===== config.mk =====
export PLATFORM = sky130hd
export DESIGN_NAME = etf_ctrl
export DESIGN_NICKNAME = d
export VERILOG_FILES = /design/src/design/etf_pkg.sv /design/src/design/etf_ctrl.sv
export SDC_FILE = /design/constraint.sdc
export NUM_CORES = 1
export LEC_CHECK = 0
export ABC_AREA = 1
export BUFFER_PORTS_ARGS = -buffer_cell sky130_fd_sc_hd__buf_2
export CAP_MARGIN = 20
export CORE_AREA = 2 2 39 41
export DETAILED_ROUTE_END_ITERATION = 12
export DIE_AREA = 0 0 41 43
export GPL_TIMING_DRIVEN = 0
export PLACE_DENSITY = 0.41
export RECOVER_POWER = 50
export SLEW_MARGIN = 10
export SYNTH_ARGS = -nofsm -noshare
export SYNTH_HDL_FRONTEND = slang
export SYNTH_SLANG_ARGS = --single-unit
export TNS_END_PERCENT = 20

===== constraint.sdc =====
create_clock -name clk -period 0.97 [get_ports clk]
set_input_delay 0.1455 -clock clk [delete_from_list [all_inputs] [get_ports clk]]
set_output_delay 0.1455 -clock clk [all_outputs]
set_load 0.01 [all_outputs]

===== src/design/etf_pkg.sv =====
`default_nettype none
// ----------------------------------------------------------------------------
// etf_pkg
// shared constants, register indexes and control types of the escape-time
// fractal iterator
// ----------------------------------------------------------------------------
package etf_pkg;

    localparam int IN_WIDTH            = 32;
    localparam int IN_FRAC             = 28;
    localparam int INT_BITS            = 10;
    localparam int OUT_WIDTH           = 16;
    localparam int MAX_ITER_WIDTH      = 16;
    localparam int CFG_INDEX_WIDTH     = 8;
    localparam int CFG_DATA_WIDTH      = 32;

    localparam int FRAC_BITS_DEFAULT   = 28;
    localparam int COUNT_WIDTH_DEFAULT = 16;

    localparam logic [MAX_ITER_WIDTH-1:0] MAX_ITER_RESET = 16'd256;

    localparam logic [CFG_INDEX_WIDTH-1:0] CFG_FRACTAL_MODE   = 8'd0;
    localparam logic [CFG_INDEX_WIDTH-1:0] CFG_JULIA_C_RE     = 8'd1;
    localparam logic [CFG_INDEX_WIDTH-1:0] CFG_JULIA_C_IM     = 8'd2;
    localparam logic [CFG_INDEX_WIDTH-1:0] CFG_MAX_ITERATIONS = 8'd3;

    typedef struct packed {
        logic load;
        logic step;
        logic emit;
    } etf_cmd_t;

    typedef struct packed {
        logic escaped;
        logic at_limit;
        logic out_free;
    } etf_status_t;

endpackage

`default_nettype wire


===== src/design/etf_ctrl.sv =====
`default_nettype none
// ----------------------------------------------------------------------------
// etf_ctrl
// iteration sequencer: load, multiply, sum, test, and result handoff
// ----------------------------------------------------------------------------
module etf_ctrl (
    input  wire logic                  clk,
    input  wire logic                  rst_n,
    input  wire logic                  in_valid,
    output logic                       in_ready,
    output etf_pkg::etf_cmd_t          cmd,
    input  wire etf_pkg::etf_status_t  status
);

    import etf_pkg::*;

    localparam logic [2:0] ST_IDLE = 3'd0;
    localparam logic [2:0] ST_MUL  = 3'd1;
    localparam logic [2:0] ST_SUM  = 3'd2;
    localparam logic [2:0] ST_TEST = 3'd3;
    localparam logic [2:0] ST_HOLD = 3'd4;

    logic [2:0] state_reg;
    logic [2:0] state_next;
    logic       finished;

    assign finished = status.escaped || status.at_limit;

    always_comb
    begin
        state_next = state_reg;
        in_ready   = 1'b0;
        cmd        = '0;
        unique case (state_reg)
            ST_IDLE:
            begin
                in_ready = 1'b1;
                if (in_valid)
                begin
                    cmd.load   = 1'b1;
                    state_next = ST_MUL;
                end
            end
            ST_MUL:
                state_next = ST_SUM;
            ST_SUM:
                state_next = ST_TEST;
            ST_TEST:
            begin
                if (!finished)
                begin
                    cmd.step   = 1'b1;
                    state_next = ST_MUL;
                end
                else if (status.out_free)
                begin
                    cmd.emit   = 1'b1;
                    state_next = ST_IDLE;
                end
                else
                begin
                    state_next = ST_HOLD;
                end
            end
            ST_HOLD:
            begin
                if (status.out_free)
                begin
                    cmd.emit   = 1'b1;
                    state_next = ST_IDLE;
                end
            end
            default:
                state_next = ST_IDLE;
        endcase
    end

    always_ff @(posedge clk or negedge rst_n)
    begin
        if (!rst_n)
            state_reg <= ST_IDLE;
        else
            state_reg <= state_next;
    end

endmodule

`default_nettype wire


==> results.cfg, run 1 <==
[placed_design]
port_buffers = 9
placed_cells = 49
pre_cts_ws_ns = -0.0871
place.gp.congestion = 0.611
place_area_um2 = 236

[setup_path]
reg2reg_slack_ns = -0.02
arrival_ns = 1.17
crit_fanout = 3
timing_worst_setup_path_type = reg -> out
worst_setup_path_start_kind = flip-flop
end_kind = primary output
critPathRequiredTime_ns = 0.82

[sta]
drv_slew = 0
finalCritPeriodShare_pct = 136
min_period_ns = 1.32
finalSetupTns_ns = -1.04
rsz0062_at_grt = true
max_freq_mhz = 759
worst_slack_ns = -0.347
finalSetupViolations = 5
final-hold-violation-count = 0
slew_headroom_pct = 88.3
holdWs_ns = 0.0751
skew_ns = 0.00179
worstMarginPinSlew_ns = 0.175

[cts]
cts_root_buf = clkbuf_4
cts_sinks = 3
cts_buffers = 3
clk_pin_slew_ns = 0.04
clk_latency_ns = 0.23
clk_path_buf_depth = 2
htreeDepth = 1
cts_tree = yes

[floorplanning]
die_area_um2 = 1760
ios = 10
start_util_pct = 12.4
die_w_um = 41
core_area_um2 = 1380
rows = 14
die_h_um = 43

[synthesis]
synth_area_per_cell_um2 = 7.14
syn-instance-count = 24
seq_area_frac_synth_pct = 43.8
yosysUniqueCellTypes = 8
synthesis.area_um2 = 171
syn_nets = 30
ys_warn_count = 0
ys_ff_latch = 3

[global_routing]
grt_max_degree = 6
antenna_found_initial = 0
grt-ovfl-total = 0
grt_usage_pct = 6.14
grt_pass1_vias = 183
grt_pass1_wl_um = 662

[layout]
fillers = 157
finalNetCount = 47
diodes = 0
final_cell_mix = buf_2, inv_1, nand2_1
stdcell_count = 56
largest_reg_flops = 3
multi_input_area_um2 = 83.8
seq_area_um2 = 75.1
drive_gt1_share_pct = 45.0
syn_to_final_growth_pct = 73.0
layout_commonest_cell = buf_2
final_util_pct = 21.4
fin_area_um2 = 297

[detailed_routing]
firstDrtPassIters = 2
drc = 0
postRouteAntennaNets = 0
wire_per_inst_um = 6.64
viasPerCell = 3.39
finalWirelength_um = 372
drt_iter0_drc = 2
vias = 190

[power]
ir_drop_mv = 0.800
sw_frac_of_total_pct = 38.1
p_comb_share_pct = 42.4
fin_total_pwr_uw = 814
switching_power_uw = 311
power_leakage_nw = 0.167
power_frac_seq_pct = 30.9
pwr-share-clk_pct = 26.7
p_per_area_nw_per_um2 = 2750
p_int_uw = 504

[status]
status = complete, but fails checks
violations = setup timing

[worst_hold_path]
hold_class = in -> reg

[job]
maxCapViolations = 0
-- metal layers --
metal / GRT usage, % / part of all wire, % / up-vias / wire, µm
li1: - / - / 102 / -
met1: 6.49 / 44 / 82 / 164
met2: 7.19 / 47 / 6 / 176
met3: 4.71 / 8.3 / 0 / 31
met4: 6.00 / 0 / 0 / 0
met5: 0 / 0 / - / 0
-- repair_timing --
action,4_1_cts,5_1_grt
hold buffers,1,0
setup endpoints to repair,4,5
gates resized for setup,0,3
hold endpoints to repair,3,0
buffers inserted,2,0
pin swaps,3,2
-- worst paths after layout --
kind                              start  cells past startpoint            to
min in group asynchronous         rst_n                      2  state_reg[1]
setup / recovery           state_reg[0]                      5        cmd[0]
setup reg to reg           state_reg[1]                      4  state_reg[2]
hold / removal                status[0]                      2  state_reg[2]
max in group asynchronous         rst_n                      2  state_reg[0]
hold reg to reg            state_reg[2]                      1  state_reg[1]
-- power groups by stage --
stage	clock, mW	sequential [mW]	combinational [mW]
final	0.218	0.252	0.345
after global routing	0.245	0.265	0.400
after CTS	0.232	0.229	0.331
after detailed placement	0	0.230	0.289
after global placement	0	0.229	0.289
after floorplan	0	0.222	0.201
-- area by class of cell --
type / instances / share of cell area (%)
clock buffers: 4 / 8.86
inverters: 6 / 7.59
multi-input cells: 15 / 28.3
flip-flops and latches: 3 / 25.3
well taps: 16 / 6.75
repair buffers: 12 / 23.2
-- critical path: stages, from the launching register on --
cell and delay, ns:
dfrtp_1 0.41, nand2_2 0.08, nor2_2 0.09, nand2_1 0.07
a21boi_1 0.14, buf_2 0.14
-- synth_stat cells --
master	instances	area share [%]
a21oi_1	2	5.8
nand2_1	7	15
nor2_1	1	2.2
dfrtp_1	3	44
inv_1	6	13
a21boi_1	1	4.4
nor2_2	3	11
nor3b_1	1	4.4
-- cell families (layout without fill, tap and decap cells) --
logic type | count (synthesis) | in the layout | synth area share (%)
AO/OA/AOI/OAI | 3 | 3 | 10.2
flip-flops | 3 | 3 | 43.8
AND/OR/NAND/NOR | 12 | 12 | 32.9
buffers and inverters | 6 | 22 | 13.1
(Power assumes the default switching activity.)
==> run 2: changes to the inputs <==
--- a/config.mk
+++ b/config.mk
@@ -6,15 +6,15 @@
 export NUM_CORES = 1
 export LEC_CHECK = 0
 export ABC_AREA = 1
-export BUFFER_PORTS_ARGS = -buffer_cell sky130_fd_sc_hd__buf_2
 export CAP_MARGIN = 20
 export CORE_AREA = 2 2 39 41
 export DETAILED_ROUTE_END_ITERATION = 12
 export DIE_AREA = 0 0 41 43
+export DONT_BUFFER_PORTS = 1
 export GPL_TIMING_DRIVEN = 0
-export PLACE_DENSITY = 0.41
+export PLACE_DENSITY = 0.34
 export RECOVER_POWER = 50
-export SLEW_MARGIN = 10
+export SLEW_MARGIN = 20
 export SYNTH_ARGS = -nofsm -noshare
 export SYNTH_HDL_FRONTEND = slang
 export SYNTH_SLANG_ARGS = --single-unit
==> constraint.sdc (replaced) <==
create_clock -name clk -period 1.3 [get_ports clk]
set_input_delay 0.195 -clock clk [delete_from_list [all_inputs] [get_ports clk]]
set_output_delay 0.195 -clock clk [all_outputs]
set_load 0.01 [all_outputs]
==> run 2 against run 1 <==
  * The flow now finishes without violations
  * Clock-buffer cell count is the same
  * Final area shrank 16%
  * Largest power group unchanged
  * Hold slack lost 0.036 ns
  * Largest cell class unchanged
  * Non-clock buffer count shrank 11
  * Cell count shrank 20%
  * Die area is the same
  * Global-route usage shrank 0.40 points
  * Clock skew is essentially flat
  * Flip-flop and latch count is the same
==> results.cfg, run 2 (synthesis gave the netlist of run 1 again) <==
[placed_design]
pre_cts_ws_ns = 0.204
place.gp.congestion = 0.560
hpwlAfterDp_um = 285
port_buffers = 0

[setup_path]
critPathRequiredTime_ns = 1.11
slowest_stage = dfrtp_1
arrival_ns = 1.09
cp_top_family = flip-flops
crit_fanout = 3
worst_setup_path_start_kind = flip-flop
cp_cell_sequence = nand2_2 > nor2_4 > nand2_2 > a21boi_2
critPathBufInv = 0
path_common_cell = nand2_2
timing_worst_setup_path_type = reg -> out
cp_slowest_stage_delay_ns = 0.41
end_kind = primary output

[sta]
rsz0062_at_grt = true
drv_slew = 0
max_freq_mhz = 779
worst_slack_ns = 0.0163
finalCritPeriodShare_pct = 98.7
finalSetupViolations = 0
slew_headroom_pct = 86.1
worstMarginPinSlew_ns = 0.209
skew_ns = 0.00190
final-hold-violation-count = 0
min_period_ns = 1.28

[layout]
drive_gt1_share_pct = 34.5
final_cell_mix = inv_1, nand2_1, clkbuf_4, dfrtp_1
layout_commonest_cell = inv_1
largest_reg_flops = 3
syn_to_final_growth_pct = 45.3
finalNetCount = 36
diodes = 0

[detailed_routing]
drt_iter0_drc = 0
firstDrtPassIters = 1
postRouteAntennaNets = 0
wire_per_inst_um = 7.98
drc = 0
viasPerCell = 3.58
vias = 161
finalWirelength_um = 359

[floorplanning]
die_h_um = 43
ios = 10
core_area_um2 = 1380
die_area_um2 = 1760
start_util_pct = 12.4
die_w_um = 41
rows = 14

[global_routing]
grt-ovfl-total = 0
grt_pass1_wl_um = 607
grt_usage_pct = 5.74
antenna_found_initial = 0
grt_pass1_vias = 173
grt_max_degree = 6

[worst_hold_path]
hold_class = in -> reg

[cts]
clk_latency_ns = 0.23
clk_path_buf_depth = 2
htreeDepth = 1
cts_tree = yes
cts_sinks = 3
cts_setup_buffers = 0
cts_root_buf = clkbuf_4
clk_pin_slew_ns = 0.04
cts_buffers = 3

[job]
maxCapViolations = 0

[power]
fin_total_pwr_uw = 562
power_leakage_nw = 0.121
p_per_area_nw_per_um2 = 2260
ir_drop_mv = 0.368

[status]
status = finished, final reports clean
run 2: cell types whose count changed in the layout (fill, tap and decap cells not counted), sizes merged:
cell and change:
clkbuf -1, buf -10
run 2: area by class of cell:
class                   count  area [µm²]
clock buffers               4        26.3
fillers                   160        1130
inverters                   6        22.5
multi-input cells          15        95.1
flip-flops and latches      3        75.1
well taps                  16        20.0
repair buffers              1        10.0
run 2: power by group:
| group | internal, mW | switching (mW) |
|---|---|---|
| clock | 0.115 | 0.0449 |
| sequential | 0.135 | 0.0553 |
| combinational | 0.0815 | 0.131 |
| total | 0.332 | 0.231 |
run 2: through the flow:
stage	setup TNS [ns]	utilization (%)	std cells	hold WS (ns)	area (µm²)
3_3_place_gp	0	13.8	40	-0.101	191
5_1_grt	-0.0525	18.0	45	0.0270	249
4_1_cts	-0.00688	16.7	45	0.0381	231
2_1_floorplan	0	-	24	-0.101	171
6_report	0	18.0	45	0.0388	249
3_5_place_dp	0	13.8	40	-0.101	191
run 2: per-layer routing:
metal / wire length (µm) / vias up / GRT usage [%]
met5: 0 / - / 0
met4: 0 / 0 / 6.00
met3: 12 / 0 / 4.71
met2: 236 / 3 / 8.44
met1: 110 / 76 / 3.90
li1: - / 82 / -
run 2: final timing paths:
check,depth (start not counted),start,slack [ns],endpoint
max,4,state_reg[0],0.02,cmd[0]
min,1,status[0],0.04,state_reg[2]
max reg2reg,6,state_reg[0],0.39,state_reg[0]
min reg2reg,1,state_reg[2],0.56,state_reg[1]
max in group asynchronous,1,rst_n,0.93,state_reg[2]
min in group asynchronous,1,rst_n,0.22,state_reg[0]
run 2: repair_timing:
item                       4_1_cts  5_1_grt
hold endpoints to repair         3        0
pin swaps                        0        1
hold buffers                     1        0
setup endpoints to repair        1        2
resized for setup                1        5
run 2: worst reg2reg max path, stage by stage (launching register included):
cell and delay [ns]:
dfrtp_1 0.42, nand2_2 0.12, nor2_4 0.04, nand2_1 0.08, nand2_1 0.06, nand2_1 0.06
inv_1 0.04
