**config.mk**
```make
export PLATFORM = sky130hd
export DESIGN_NAME = etf_regs
export DESIGN_NICKNAME = d
export VERILOG_FILES = /design/src/design/etf_pkg.sv /design/src/design/etf_regs.sv
export SDC_FILE = /design/constraint.sdc
export NUM_CORES = 1
export LEC_CHECK = 0
export CAP_MARGIN = 20
export CORE_ASPECT_RATIO = 1.5
export CORE_MARGIN = 8
export CORE_UTILIZATION = 52
export DETAILED_ROUTE_END_ITERATION = 12
export DONT_BUFFER_PORTS = 1
export MAX_ROUTING_LAYER = met4
export PLACE_DENSITY = 0.78
export SLEW_MARGIN = 25
export SYNTH_ARGS = -nofsm -noshare
export SYNTH_HDL_FRONTEND = slang
export SYNTH_SLANG_ARGS = --single-unit
```
**constraint.sdc**
```tcl
create_clock -name clk -period 0.8 [get_ports clk]
set_clock_uncertainty 0.05 [all_clocks]
set_input_delay 0.24 -clock clk [delete_from_list [all_inputs] [get_ports clk]]
set_output_delay 0.24 -clock clk [all_outputs]
set_load 0.01 [all_outputs]
```
**src/design/etf_pkg.sv**
```systemverilog
`default_nettype none
// ----------------------------------------------------------------------------
// etf_pkg
// shared constants, register indexes and control types of the escape-time
// fractal iterator
// ----------------------------------------------------------------------------
package etf_pkg;

    localparam int IN_WIDTH            = 32;
    localparam int IN_FRAC             = 28;
    localparam int INT_BITS            = 10;
    localparam int OUT_WIDTH           = 16;
    localparam int MAX_ITER_WIDTH      = 16;
    localparam int CFG_INDEX_WIDTH     = 8;
    localparam int CFG_DATA_WIDTH      = 32;

    localparam int FRAC_BITS_DEFAULT   = 28;
    localparam int COUNT_WIDTH_DEFAULT = 16;

    localparam logic [MAX_ITER_WIDTH-1:0] MAX_ITER_RESET = 16'd256;

    localparam logic [CFG_INDEX_WIDTH-1:0] CFG_FRACTAL_MODE   = 8'd0;
    localparam logic [CFG_INDEX_WIDTH-1:0] CFG_JULIA_C_RE     = 8'd1;
    localparam logic [CFG_INDEX_WIDTH-1:0] CFG_JULIA_C_IM     = 8'd2;
    localparam logic [CFG_INDEX_WIDTH-1:0] CFG_MAX_ITERATIONS = 8'd3;

    typedef struct packed {
        logic load;
        logic step;
        logic emit;
    } etf_cmd_t;

    typedef struct packed {
        logic escaped;
        logic at_limit;
        logic out_free;
    } etf_status_t;

endpackage

`default_nettype wire

```
**src/design/etf_regs.sv**
```systemverilog
`default_nettype none
// ----------------------------------------------------------------------------
// etf_regs
// configuration register file: mode, julia constant and iteration limit
// ----------------------------------------------------------------------------
module etf_regs (
    input  wire logic                                 clk,
    input  wire logic                                 rst_n,
    input  wire logic                                 cfg_valid,
    output logic                                      cfg_ready,
    input  wire logic [etf_pkg::CFG_INDEX_WIDTH-1:0]  cfg_index,
    input  wire logic [etf_pkg::CFG_DATA_WIDTH-1:0]   cfg_data,
    output logic                                      fractal_mode,
    output logic signed [etf_pkg::IN_WIDTH-1:0]       julia_c_re,
    output logic signed [etf_pkg::IN_WIDTH-1:0]       julia_c_im,
    output logic [etf_pkg::MAX_ITER_WIDTH-1:0]        max_iterations
);

    import etf_pkg::*;

    logic                          mode_reg;
    logic signed [IN_WIDTH-1:0]    c_re_reg;
    logic signed [IN_WIDTH-1:0]    c_im_reg;
    logic [MAX_ITER_WIDTH-1:0]     max_iter_reg;

    assign cfg_ready = 1'b1;

    always_ff @(posedge clk or negedge rst_n)
    begin
        if (!rst_n)
        begin
            mode_reg     <= 1'b0;
            c_re_reg     <= '0;
            c_im_reg     <= '0;
            max_iter_reg <= MAX_ITER_RESET;
        end
        else if (cfg_valid && cfg_ready)
        begin
            unique case (cfg_index)
                CFG_FRACTAL_MODE:   mode_reg     <= cfg_data[0];
                CFG_JULIA_C_RE:     c_re_reg     <= IN_WIDTH'(cfg_data);
                CFG_JULIA_C_IM:     c_im_reg     <= IN_WIDTH'(cfg_data);
                CFG_MAX_ITERATIONS: max_iter_reg <= cfg_data[MAX_ITER_WIDTH-1:0];
                default:            ;
            endcase
        end
    end

    assign fractal_mode   = mode_reg;
    assign julia_c_re     = c_re_reg;
    assign julia_c_im     = c_im_reg;
    assign max_iterations = max_iter_reg;

endmodule

`default_nettype wire

```
==> flow_metrics.tcl, run 1 <==
set metrics [dict create \
    outcome "finished, violations left" \
    violations "negative hold slack, negative setup slack" \
    antenna_found_initial 0 \
    cp_data_required_time_ns 0.51 \
    yosys.area.top_type "dfrtp_1" \
    drt_wl_total_um 10200 \
    vias 2198 \
    htree_levels 3 \
    internal-power_mw 6.90 \
    die_area_mm2 0.00938 \
    synthTopCellsByArea "dfrtp_1 (59%), mux2_4 (27%), mux2_2 (7.0%)" \
    cts_sinks 81 \
    cp-endpoint "max_iterations[8]" \
    numCtsBuffers 9 \
    drtPass1Iterations 6 \
    switchingPower_mw 1.97 \
    post-dp-hpwl_um 5800 \
    via_per_inst 5.23 \
    synth-seq-area-share 0.601 \
    crit_arrival_ns 0.92 \
    clkPwrFrac 0.372 \
    ys_types 15 \
    total_power_mw 8.88 \
    startpoint "max_iterations[8]$_DFFE_PN1P_" \
    swShare 0.222 \
    r2r_setup_slack_ns -0.32 \
    hold_class "in2async" \
    dp_worst_setup_slack_ns -0.750 \
    wire_per_inst_um 24.2 \
    drc 0 \
    synth_common_cells "dfrtp_1 (80), mux2_4 (60), mux2_2 (21)" \
    vdd_ir_drop_max_uv 1400 \
    setup_viol 162 \
    gr-total-overflow 0 \
    hold_slack_ns -0.480 \
    nNetsFinal 382 \
    period_share 1.51 \
    combPwrFrac 0.126 \
    crit_cells 0 \
    ant_nets 0 \
    first_iter_violations 93 \
    die_height_um 115 \
    io_pins 125 \
    yosysMostFrequentCell "dfrtp_1" \
    clockRootBuffer "clkbuf_8" \
    start_util 0.528 \
    synthArstFlopShare 1.00 \
    synthFlopType "dfrtp_1" \
    fin_tns_setup_ns -58.06 \
    postLayoutCoreUtil 0.817 \
    drv_slew 0 \
    fin_ws_ns -0.405 \
    core_mm2 0.00640 \
    endpoint_kind "output port" \
    ys_ff_latch 81 \
    cap_violations 0 \
    cts_buffer_depth 2 \
    seqPwrFrac 0.502 \
    hold_viol 159 \
    worst-path-max-fanout 2 \
    rr_startpoint "julia_c_im[9]$_DFFE_PN0P_" \
    start_kind "flip-flop" \
    syn_avg_cell_area_um2 18.9 \
    first_global_vias 2559 \
    ff2ff_path_depth 3 \
    area_growth_pct 54.8 \
    ys_warn_count 0 \
    gp_congestion 0.791 \
    leakage_nw 2.83 \
    path_clk_slew_ns 0.08 \
    p_per_area_mw_per_mm2 1700 \
    worstSkewPairLatency_ns 0.35 \
    min_period_ns 1.21 \
    synthCells 179 \
    crit_type "reg2out" \
    worstReg2RegEnd "julia_c_im[9]$_DFFE_PN0P_" \
    antenna_cells 0 \
    rows 36 \
    grt_util_all_layers 0.222 \
    synth_edf_count 0 \
    portBuffers 0 \
    grt_max_degree 82 \
    syn-cell-area_mm2 0.00338 \
    fmax_mhz 830 \
    rsz0062_at_grt "yes" \
    die_w_um 81.8 \
    grt_pass1_wl_um 14800 \
    cts_tree "yes" \
    synth_top_area_frac 0.593 \
    synthesis.nets 222 \
    final_layout_size_suffix_gt1_frac 0.756 \
]
[registers in the layout (all words and copies together) (netlist names)]
name / flops
julia_c_im: 32
fractal_mode: 1
julia_c_re: 32
max_iterations: 16
[layout by cell type, fill, tap and decap left out, drive strengths merged, types with 2 or more instances in the layout]
cell | synthesis | layout
mux2 | 81 | 81
buf | 9 | 158
clkinv | 0 | 3
clkbuf | 0 | 11
dfrtp | 80 | 80
bufinv | 0 | 2
[worst min-delay path by stage]
| stage | startpoint | end | slack [ns] |
|---|---|---|---|
| 3_3_place_gp | rst_n | julia_c_im[13]$_DFFE_PN0P_ | -0.10 |
| 5_1_grt | rst_n | julia_c_re[18]$_DFFE_PN0P_ | -0.51 |
| 4_1_cts | rst_n | julia_c_re[23]$_DFFE_PN0P_ | -0.49 |
| 3_5_place_dp | rst_n | max_iterations[13]$_DFFE_PN0P_ | -0.10 |
| 2_1_floorplan | rst_n | fractal_mode$_DFFE_PN0P_ | -0.11 |
| 6_report | rst_n | julia_c_im[24]$_DFFE_PN0P_ | -0.48 |
[cell families after synthesis]
logic type | count (synthesis) | share of synthesized area
buffers and inverters | 9 | 0.0367
other | 1 | 0.00111
DFF | 81 | 0.601
and+or+nand+nor | 7 | 0.0248
muxes | 81 | 0.337
[stage by stage]
stage | instances | cell area (um^2)
6_report | 420 | 5230
4_1_cts | 393 | 5040
3_3_place_gp | 334 | 4050
3_5_place_dp | 334 | 4050
5_1_grt | 420 | 5230
2_1_floorplan | 179 | 3380
[cell type report]
cell class	count	area (um^2)
Tap cell	76	95.1
Clock inverter	5	78.8
Timing Repair Buffer	158	1630
Fill cell	319	1170
Sequential cell	81	2030
Clock buffer	11	141
Multi-Input combinational cell	89	1260
[power groups by stage]
stage | Combinational, mW | Clock, mW | Sequential (mW)
6_report | 1.12 | 3.30 | 4.46
5_1_grt | 1.17 | 3.54 | 4.48
4_1_cts | 1.00 | 3.30 | 4.44
3_5_place_dp | 0.741 | 0 | 4.49
3_3_place_gp | 0.718 | 0 | 4.47
2_1_floorplan | 0.280 | 0 | 4.56
[per-layer routing]
metal	part of all wire	global-route usage	wire length, um	vias up
met5	0	-	0	-
met4	0.021	0.0788	213	0
met3	0.087	0.0857	887	16
met2	0.55	0.381	5580	96
met1	0.34	0.219	3490	1133
li1	-	-	-	953
[what timing repair did]
item                                   4_1_cts  5_1_grt
resized for setup                           94        5
endpoints found under the hold margin      162      161
pin swaps                                    1        3
cloned                                       4        0
setup endpoints to repair                  162      162
setup buffers                               39       30
Note: power is estimated with default switching activity, not from simulation.
==> run 2: changes to the inputs <==
clock period = 1.1 ns   (was 0.8 ns; I/O delays follow)
==> flow_metrics.tcl, run 2 (same netlist as run 1, synthesis figures left out) <==
set metrics [dict create \
    outcome "finished, violations left" \
    violations "negative hold slack, negative setup slack" \
    drc 0 \
    rsz0062_at_grt "yes" \
    numCtsBuffers 9 \
    io_pins 125 \
    path_clk_slew_ns 0.09 \
    drt_wl_total_um 7240 \
    dpl-instance-area_mm2 0.00345 \
    dp_worst_setup_slack_ns -0.547 \
    post-dp-hpwl_um 5110 \
    dp_cells 252 \
    p_per_area_mw_per_mm2 1500 \
    wire_per_inst_um 26.4 \
    gr-total-overflow 0 \
    area_growth_pct 13.3 \
    fin_tns_setup_ns -16.12 \
    endpoint_kind "flip-flop" \
    antenna_cells 0 \
    stdcell_area_mm2 0.00382 \
    final_layout_size_suffix_gt1_frac 0.591 \
    grt_max_degree 82 \
    total_power_mw 5.75 \
    cp_cell_sequence "nor4b_4 -> and4b_2 -> buf_12 -> mux2_4" \
    core_mm2 0.00640 \
    slowest_stage "and4b_2" \
    grt_util_all_layers 0.162 \
    vias 1593 \
    start_util 0.528 \
    start_kind "input port" \
    hold_class "in2async" \
    die_w_um 81.8 \
    grt_pass1_wl_um 11000 \
    clockRootBuffer "clkbuf_8" \
    cts_tree "yes" \
    portBuffers 0 \
    vdd_ir_drop_max_uv 884 \
    first_global_vias 1813 \
    cap_violations 0 \
    min_period_ns 1.31 \
    setup_viol 161 \
    slowest_delay_ns 0.33 \
    crit_type "in2reg" \
    fmax_mhz 766 \
    hold_slack_ns -0.370 \
    crit_arrival_ns 1.46 \
    fin_ws_ns -0.205 \
    via_per_inst 5.81 \
    cts_sinks 81 \
    mostFrequentLayoutCells "dfrtp_1 (78), mux2_4 (62), mux2_2 (19), clkbuf_8 (11), buf_12 (6)" \
    postLayoutCoreUtil 0.598 \
    final_cells 274 \
    ant_nets 0 \
    leakage_nw 1.96 \
    mostFrequentLayoutCell "dfrtp_1" \
    die_area_mm2 0.00938 \
    period_share 1.19 \
    htree_levels 3 \
    cp_data_required_time_ns 1.26 \
    rows 36 \
    die_height_um 115 \
    drtPass1Iterations 4 \
    nNetsFinal 236 \
    hold_viol 81 \
    cts_buffer_depth 2 \
    worstSkewPairLatency_ns 0.33 \
    drv_slew 0 \
    antenna_found_initial 0 \
    first_iter_violations 64 \
    gp_congestion 0.763 \
    worst-path-max-fanout 18 \
]
==> run 2: worst max-delay path: cells and delay by family <==
family | cells | cell delay [ns]
AND/OR/NAND/NOR | 2 | 0.59
multiplexers | 1 | 0.31
buffers and inverters | 1 | 0.20
==> run 2: power breakdown <==
part           internal, mW  switching (mW)
registers              3.12           0.191
clock network          1.18            1.03
logic                 0.181          0.0478
total                  4.48            1.27
==> run 2: layout make-up <==
class                           count  area, um^2
Multi-Input combinational cell     89        1260
Tap cell                           76        95.1
Sequential cell                    81        2030
Clock buffer                       11         151
Fill cell                         467        2570
Clock inverter                      5        62.6
Timing Repair Buffer               12         229
==> run 2: worst paths after layout <==
path	startpoint	to	slack [ns]	depth (start not counted)
max reg2reg	julia_c_re[2]$_DFFE_PN0P_	julia_c_re[2]$_DFFE_PN0P_	0.20	1
max	cfg_index[2]	julia_c_re[12]$_DFFE_PN0P_	-0.21	4
max in group asynchronous	rst_n	max_iterations[8]$_DFFE_PN1P_	1.18	0
min	rst_n	julia_c_re[5]$_DFFE_PN0P_	-0.37	0
min in group clk	cfg_data[5]	julia_c_re[5]$_DFFE_PN0P_	0.08	1
min reg2reg	julia_c_im[12]$_DFFE_PN0P_	julia_c_im[12]$_DFFE_PN0P_	0.54	1
==> run 2: metal layers <==
layer | share of wire | up-vias | routed length [um] | global-route usage
met5 | 0 | - | 0 | -
met4 | 0.0099 | 0 | 72 | 0.0459
met3 | 0.11 | 7 | 831 | 0.0676
met2 | 0.52 | 93 | 3740 | 0.252
met1 | 0.36 | 827 | 2600 | 0.186
li1 | - | 666 | - | -
==> run 2: what timing repair did <==
item	in CTS	in global routing
endpoints found under the hold margin	81	81
pin swaps	1	0
gates resized for setup	9	1
buffers inserted	3	0
gates cloned	3	0
endpoints found under the setup margin	148	161
==> run 3: changes to the inputs <==
clock period = 1.12 ns   (was 1.1 ns; I/O delays follow)
==> flow_metrics.tcl, run 3 (same netlist as run 1, synthesis figures left out) <==
set metrics [dict create \
    path_clk_slew_ns 0.09 \
    dp_cells 252 \
    fmax_mhz 762 \
    final_cells 274 \
    start_kind "input port" \
    seq_area_mm2 0.00203 \
    ff2ff_path_depth 1 \
    dpl-instance-area_mm2 0.00345 \
    drt_wl_total_um 7250 \
    die_height_um 115 \
    ant_nets 0 \
    grt_util_all_layers 0.162 \
    die_area_mm2 0.00938 \
    grt_pass1_wl_um 11000 \
    rsz0062_at_grt "yes" \
    r2r_setup_slack_ns 0.22 \
    first_global_vias 1812 \
    worstSkewPairLatency_ns 0.33 \
    worstReg2RegEnd "julia_c_re[2]$_DFFE_PN0P_" \
    gp_congestion 0.763 \
    gr-total-overflow 0 \
    outcome "finished, violations left" \
    hold_class "in2async" \
    leakage_nw 1.96 \
    crit_arrival_ns 1.47 \
    violations "negative hold slack, negative setup slack" \
    cap_violations 0 \
    hold_slack_ns -0.364 \
    first_iter_violations 64 \
    period_share 1.17 \
    fin_tns_setup_ns -13.91 \
    setup_viol 161 \
    stdcell_area_mm2 0.00382 \
    nFillCells 467 \
    portBuffers 0 \
    start_util 0.528 \
    cts_sinks 81 \
    via_per_inst 5.77 \
    vdd_ir_drop_max_uv 868 \
    p_per_area_mw_per_mm2 1480 \
    rows 36 \
    wire_per_inst_um 26.4 \
    multi_input_comb_area_mm2 0.00126 \
    antenna_cells 0 \
    grt_max_degree 82 \
    endpoint_kind "flip-flop" \
    min_period_ns 1.31 \
    dp_worst_setup_slack_ns -0.533 \
    cts_tree "yes" \
    area_growth_pct 13.3 \
    cp_data_required_time_ns 1.28 \
    drc 0 \
    mostFrequentLayoutCells "dfrtp_1 (78), mux2_4 (62), mux2_2 (19), clkbuf_8 (11), buf_12 (6)" \
    die_w_um 81.8 \
    drv_slew 0 \
    io_pins 125 \
    fin_ws_ns -0.192 \
    post-dp-hpwl_um 5110 \
    hold_viol 81 \
    numCtsBuffers 9 \
    rr_startpoint "julia_c_re[2]$_DFFE_PN0P_" \
    vias 1581 \
    nNetsFinal 236 \
    drtPass1Iterations 6 \
    clockRootBuffer "clkbuf_8" \
    mostFrequentLayoutCell "dfrtp_1" \
    final_layout_size_suffix_gt1_frac 0.591 \
    core_mm2 0.00640 \
    htree_levels 3 \
    crit_type "in2reg" \
    cts_buffer_depth 2 \
    antenna_found_initial 0 \
    worst-path-max-fanout 18 \
]
[run 3: metal layers]
metal | up-vias | track usage | wire length (um) | share of wire
met1 | 820 | 0.186 | 2610 | 0.36
li1 | 666 | - | - | -
met2 | 88 | 0.252 | 3730 | 0.51
met5 | - | - | 0 | 0
met3 | 7 | 0.0676 | 841 | 0.12
met4 | 0 | 0.0459 | 68 | 0.0094
[run 3: through the flow]
step,utilization,power [mW]
after floorplan,-,3.46
after global placement,0.540,3.51
after detailed placement,0.540,3.53
after CTS,0.598,5.72
after global routing,0.598,5.89
final,0.598,5.65
[run 3: where the power goes]
part           total [mW]  internal (mW)  switching, mW  leakage, nW
Combinational       0.224          0.177         0.0470        0.749
Sequential           3.25           3.06          0.187         1.11
Clock                2.17           1.16           1.01        0.102
[run 3: critical path, stage by stage]
cell and delay (ns):
nor4b_4 0.26, and4b_2 0.33, buf_12 0.20, mux2_4 0.31
[run 3: layout make-up]
type,instances,share of cell area
clock inverter,5,0.0164
tap,76,0.0249
sequential,81,0.531
timing repair buffer,12,0.0599
multi-input combinational,89,0.328
clock buffer,11,0.0396
[run 3: worst max-delay path by stage]
| stage | endpoint | slack [ns] | startpoint | cells after the start |
|---|---|---|---|---|
| after global routing | max_iterations[8] | -0.20 | max_iterations[8]$_DFFE_PN1P_ | 0 |
| after CTS | max_iterations[8] | -0.18 | max_iterations[8]$_DFFE_PN1P_ | 0 |
| after detailed placement | julia_c_re[23]$_DFFE_PN0P_ | -0.53 | cfg_index[2] | 4 |
| final | julia_c_re[12]$_DFFE_PN0P_ | -0.19 | cfg_index[2] | 4 |
| after floorplan | julia_c_re[0]$_DFFE_PN0P_ | -0.58 | cfg_index[2] | 5 |
| after global placement | julia_c_re[25]$_DFFE_PN0P_ | -0.50 | cfg_index[2] | 4 |
[run 3: timing repair]
item,CTS,global route
endpoints found under the setup margin,145,161
setup buffers,3,0
resized for setup,9,1
pin swaps,1,0
hold endpoints to repair,81,81
gates cloned,3,0
